[config.mk]
export PLATFORM = sky130hd
export DESIGN_NAME = tq_ram
export DESIGN_NICKNAME = d
export VERILOG_FILES = /design/src/hdl/tq_ram.sv
export SDC_FILE = /design/constraint.sdc
export NUM_CORES = 1
export LEC_CHECK = 0
export ABC_CLOCK_PERIOD_IN_PS = 1600
export BUFFER_PORTS_ARGS = -buffer_cell sky130_fd_sc_hd__buf_2
export CAP_MARGIN = 30
export CORE_MARGIN = 1
export CORE_UTILIZATION = 55
export CTS_BUF_LIST = sky130_fd_sc_hd__clkbuf_4 sky130_fd_sc_hd__clkbuf_8
export CTS_CLUSTER_DIAMETER = 30
export DETAILED_ROUTE_END_ITERATION = 16
export HOLD_SLACK_MARGIN = 0.1
export PLACE_DENSITY = 0.76
export SLEW_MARGIN = 25
export SYNTH_ARGS = -nofsm -noshare
export SYNTH_HDL_FRONTEND = slang
export SYNTH_SLANG_ARGS = --single-unit
[constraint.sdc]
create_clock -name aclk -period 1.6 [get_ports aclk]
set_input_delay 0.24 -clock aclk [delete_from_list [all_inputs] [get_ports aclk]]
set_output_delay 0.24 -clock aclk [all_outputs]
set_load 0.1 [all_outputs]
[src/hdl/tq_ram.sv]
// Simple dual-port synchronous RAM for the team queue core.
// One write port and one read port with registered read data.
// No dependencies.
`default_nettype none

module tq_ram #(
    parameter int DATA_W = 8,
    parameter int ADDR_W = 4
) (
    input  logic              aclk,
    input  logic              wr_en,
    input  logic [ADDR_W-1:0] wr_addr,
    input  logic [DATA_W-1:0] wr_data,
    input  logic              rd_en,
    input  logic [ADDR_W-1:0] rd_addr,
    output logic [DATA_W-1:0] rd_data
);

    localparam int DEPTH = 1 << ADDR_W;

    logic [DATA_W-1:0] mem [DEPTH];
    logic [DATA_W-1:0] rd_data_reg;

    // Write port.
    always_ff @(posedge aclk) begin
        if (wr_en) begin
            mem[wr_addr] <= wr_data;
        end
    end

    // Read port; the data holds until the next read.
    always_ff @(posedge aclk) begin
        if (rd_en) begin
            rd_data_reg <= mem[rd_addr];
        end
    end

    assign rd_data = rd_data_reg;

endmodule

`default_nettype wire

**After elaboration in Yosys (flattened, before gate mapping)**

Memories as Yosys holds them, arrays and structs flattened. A register that Yosys moved wholly into a read port is not among the register bits.
Index checks and enable logic that the tools add are counted.

- Mux-type cells: 2

Operator list:

| kind | count |
|---|---|
| two-way mux 1 bit | 2 |

- Register bits after elaboration: 0
- Bits in writable memories: 128
- Bits of input ports: 19
- Output and inout port bits: 8
- Memories: 1

Memories:

| memory | words | width | read ports | clocked after Yosys merged registers in | wr ports | line | source |
|---|---|---|---|---|---|---|---|
| mem | 16 | 8 | 1 | 1 | 1 | 21 | `logic [DATA_W-1:0] mem [DEPTH];` |

**Depth between registers and ports, before layout**

- Word-level depth: 2
- Gate-level depth with buffers: 5
- Gate-level depth less buffers: 3

**Least setup slack after synthesis**

No wires, ideal clock.

- Kind: input -> register
- From: input port wr_addr[2]
- To: memory mem[0][0], enable pin
- Setup time: 0.383 ns
- Arrival: 1.350 ns
- Required time: 1.217 ns
- Slack: -0.133 ns
- Stages: 2
- Path buffers: 0
- Path through: or3b_2 -> nor3_1

RTL lines:

| what | line | source |
|---|---|---|
| start, declared | 12 | `input logic [ADDR_W-1:0] wr_addr,` |
| end, declared | 21 |  |

Straight into the memory's write port.

==> key figures <==
Timing
  • Hold violation total from the final report: 0
  • Clock skew: 0.00936 ns
  • Final setup vio count: 0
  • Fmax: 0.665 GHz
  • Worst slew margin: between 40% and 50%
  • Final Cycle Share: a little over nine tenths
  • Setup ws final: between 0.09 and 0.1 ns
  • Final Critical Period: between 1.5 and 2 ns
  • Fin. max-slew vios: 0
  • RSZ-0062 raised after global routing: false
  • Worst Tran Pin Value: slightly below 0.8 ns

Synthesis
  • EDFF count, synth: ~140
  • Syn Nets: between 200 and 250
  • Syn. warnings: 0
  • Mean area per synthesized cell: about 23 sq um
  • Post-Syn Instances: roughly 230
  • Top_reg_cell synth: edfxtp_1
  • Seq/Total Area, Yosys: between 70% and 80%
  • Post-synth ARST share: 0%
  • Post-synthesis cell type count: 18
  • Number of register bits inferred by synthesis: 136
  • Mapped Area: ~5200 sq um

Critical path
  • Worst EP arrival: roughly 1.7 ns
  • Worst path required time: around 1.8 ns
  • R2R depth: 3
  • Worst r2r src: mem[1][2]$_DFFE_PP_
  • R2R Setup Slk: 0.1 ns
  • CP startpoint kind: register
  • Critical path class: reg2reg
  • Crit end category: register
  • Reg2Reg Capture Point: rd_data[2]$_DFFE_PP_
  • Crit Path Max Fanout: 1

Routing
  • Vias per inst: ~5.8
  • DRT iter0 DRCs: ~190
  • First-pass detailed-route iteration total: 4
  • Via count: around 2500
  • Post-Route WL: between 9 and 10 mm
  • Drt wl/cell: 22.3 microns
  • Remaining DRCs: 0
  • Final ANT Viol Nets: 0

Global route
  • Initial antenna violation count: 0
  • Vias in the first global route: around 2500
  • First-pass GRT wire length: ~15 mm
  • GRT Total Usage: 21.7%
  • Largest net degree at the start of global routing: 27
  • Total grt overflow: 0

Clock network
  • Postcts setup bufs: 0
  • H-tree depth: 4
  • CTS buffer count: 17
  • Cts hold-fix bufs: 0
  • Root buffer cell: clkbuf_8
  • Worst-path clk slew: 0.08 ns
  • CTS tree: done
  • Gates resized, CTS repair: 0
  • CTS Sinks: between 100 and 150
  • Worst skew pair latency: about 0.42 ns
  • Clk buf depth: 2

Worst hold path
  • Worst hold path endpoint: rd_data[3]$_DFFE_PP_
  • Tightest Hold Check Type: in2reg
  • HP Start: rd_en
  • Hold Path Depth: 1

Power and ir drop
  • Total power: 7080 uW
  • PD cells: 1170 nW/um^2
  • Leakage power: just over 0.002 uW
  • VDD IR max: 0.000633 V

Floorplan
  • Ports: 27
  • Die Y: a little under 100 microns
  • Core area: ~9200 sq um
  • Die W: 99.5 microns
  • Total die area: 9900 sq um
  • Rows: 35
  • Starting Density: 56.6%

Placement
  • DP Worst Slack: -0.244 ns
  • GPL Wtd Cong: between 0.7 and 0.8
  • Port-buffer cells: 26
  • Post-DP HPWL: 6.20 mm

Finish
  • Layout area overhead: 15.6%
  • Diode count: 0
  • Layout cells sized above 1: between 30% and 40%
  • Max reg flops: around 130
  • Nets: between 300 and 400

Outcome
  • Status: complete, no violations

Run
  • Max cap viols: 0
power by group:
part           switching [uW]  internal, uW
Clock                    1300          1250
Sequential               20.3          4010
Combinational             330           171
Total                    1650          5430
cell type report:
cell class              count  area, sq um
clock inverters            14          128
clock buffers              18          241
fillers                   576         3200
repair buffers             51          368
flip-flops and latches    136         4080
well taps                 129          161
multi-input cells          83         1060
worst max-delay path, stage by stage, from the launching register on:
cell and delay, ns:
edfxtp_1 0.38, mux4_1 0.55, a22oi_1 0.26, nand2_1 0.07
routing by layer:
layer	vias to the layer above	wire, microns	track usage (%)
li1	1101	-	-
met1	1287	4210	30.3
met2	109	4660	33.8
met3	13	586	5.62
met4	0	162	7.92
met5	-	0	0
synthesized netlist by cell type, types with 2 or more instances:
master | count | area share [%]
a22oi_1 | 16 | 2.3
mux4_1 | 14 | 7.0
edfxtp_1 | 136 | 78
nor2_1 | 13 | 0.93
buf_6 | 3 | 0.65
nand2_1 | 9 | 0.65
buf_2 | 3 | 0.29
mux4_2 | 18 | 7.8
nand2b_1 | 2 | 0.24
nor3_1 | 4 | 0.38
nand3b_1 | 2 | 0.29
clkdlybuf4s25_2 | 3 | 0.57
cells by family after synthesis:
| group | Yosys count | synth area share (%) |
|---|---|---|
| AO/OA/AOI/OAI | 16 | 2.30 |
| buffers and inverters | 10 | 1.65 |
| flip-flops | 136 | 78.1 |
| multiplexers | 32 | 14.8 |
| AND/OR/NAND/NOR | 35 | 3.14 |
cells in the final DEF, fill, tap and decap left out:
master,instances
nor3_2,1
clkinvlp_4,2
nand2b_1,2
buf_4,21
mux4_1,14
and2b_1,1
nor2b_1,1
clkinv_2,1
nand3b_1,2
nand2_1,9
clkbuf_8,17
nand3_1,1
nor3_1,3
mux4_2,18
inv_6,2
clkinv_1,2
edfxtp_1,136
clkinv_4,6
buf_12,4
nor2_1,13
buf_2,26
and2_1,1
bufinv_16,1
clkbuf_4,1
a22oi_1,16
or3b_2,1
per-stage QoR:
| step | instance area (sq um) | instances | TNS, ns | utilization (%) | hold slack, ns |
|---|---|---|---|---|---|
| 6_report | 6040 | 431 | 0 | 65.4 | 0.189 |
| 5_1_grt | 6040 | 431 | 0 | 65.4 | 0.175 |
| 4_1_cts | 6040 | 431 | 0 | 65.4 | 0.174 |
| 3_5_place_dp | 5680 | 399 | -1.17 | 61.4 | 0.628 |
| 3_3_place_gp | 5680 | 399 | -1.08 | 61.4 | 0.622 |
| 2_1_floorplan | 5230 | 229 | 0 | - | 0.339 |
worst max path at each step:
stage | start | end | slack [ns] | cells past startpoint
global placement | rd_addr[0] | rd_data[2]$_DFFE_PP_ | -0.20 | 5
global route | mem[1][2]$_DFFE_PP_ | rd_data[2]$_DFFE_PP_ | 0.01 | 3
finish | mem[1][2]$_DFFE_PP_ | rd_data[2]$_DFFE_PP_ | 0.1 | 3
detailed placement | rd_addr[0] | rd_data[1]$_DFFE_PP_ | -0.24 | 5
floorplan | rd_addr[0] | rd_data[1]$_DFFE_PP_ | 0.08 | 5
CTS | rd_data[0]$_DFFE_PP_ | rd_data[0] | 0.07 | 1
No activity file was read; power rests on OpenSTA's default activity.
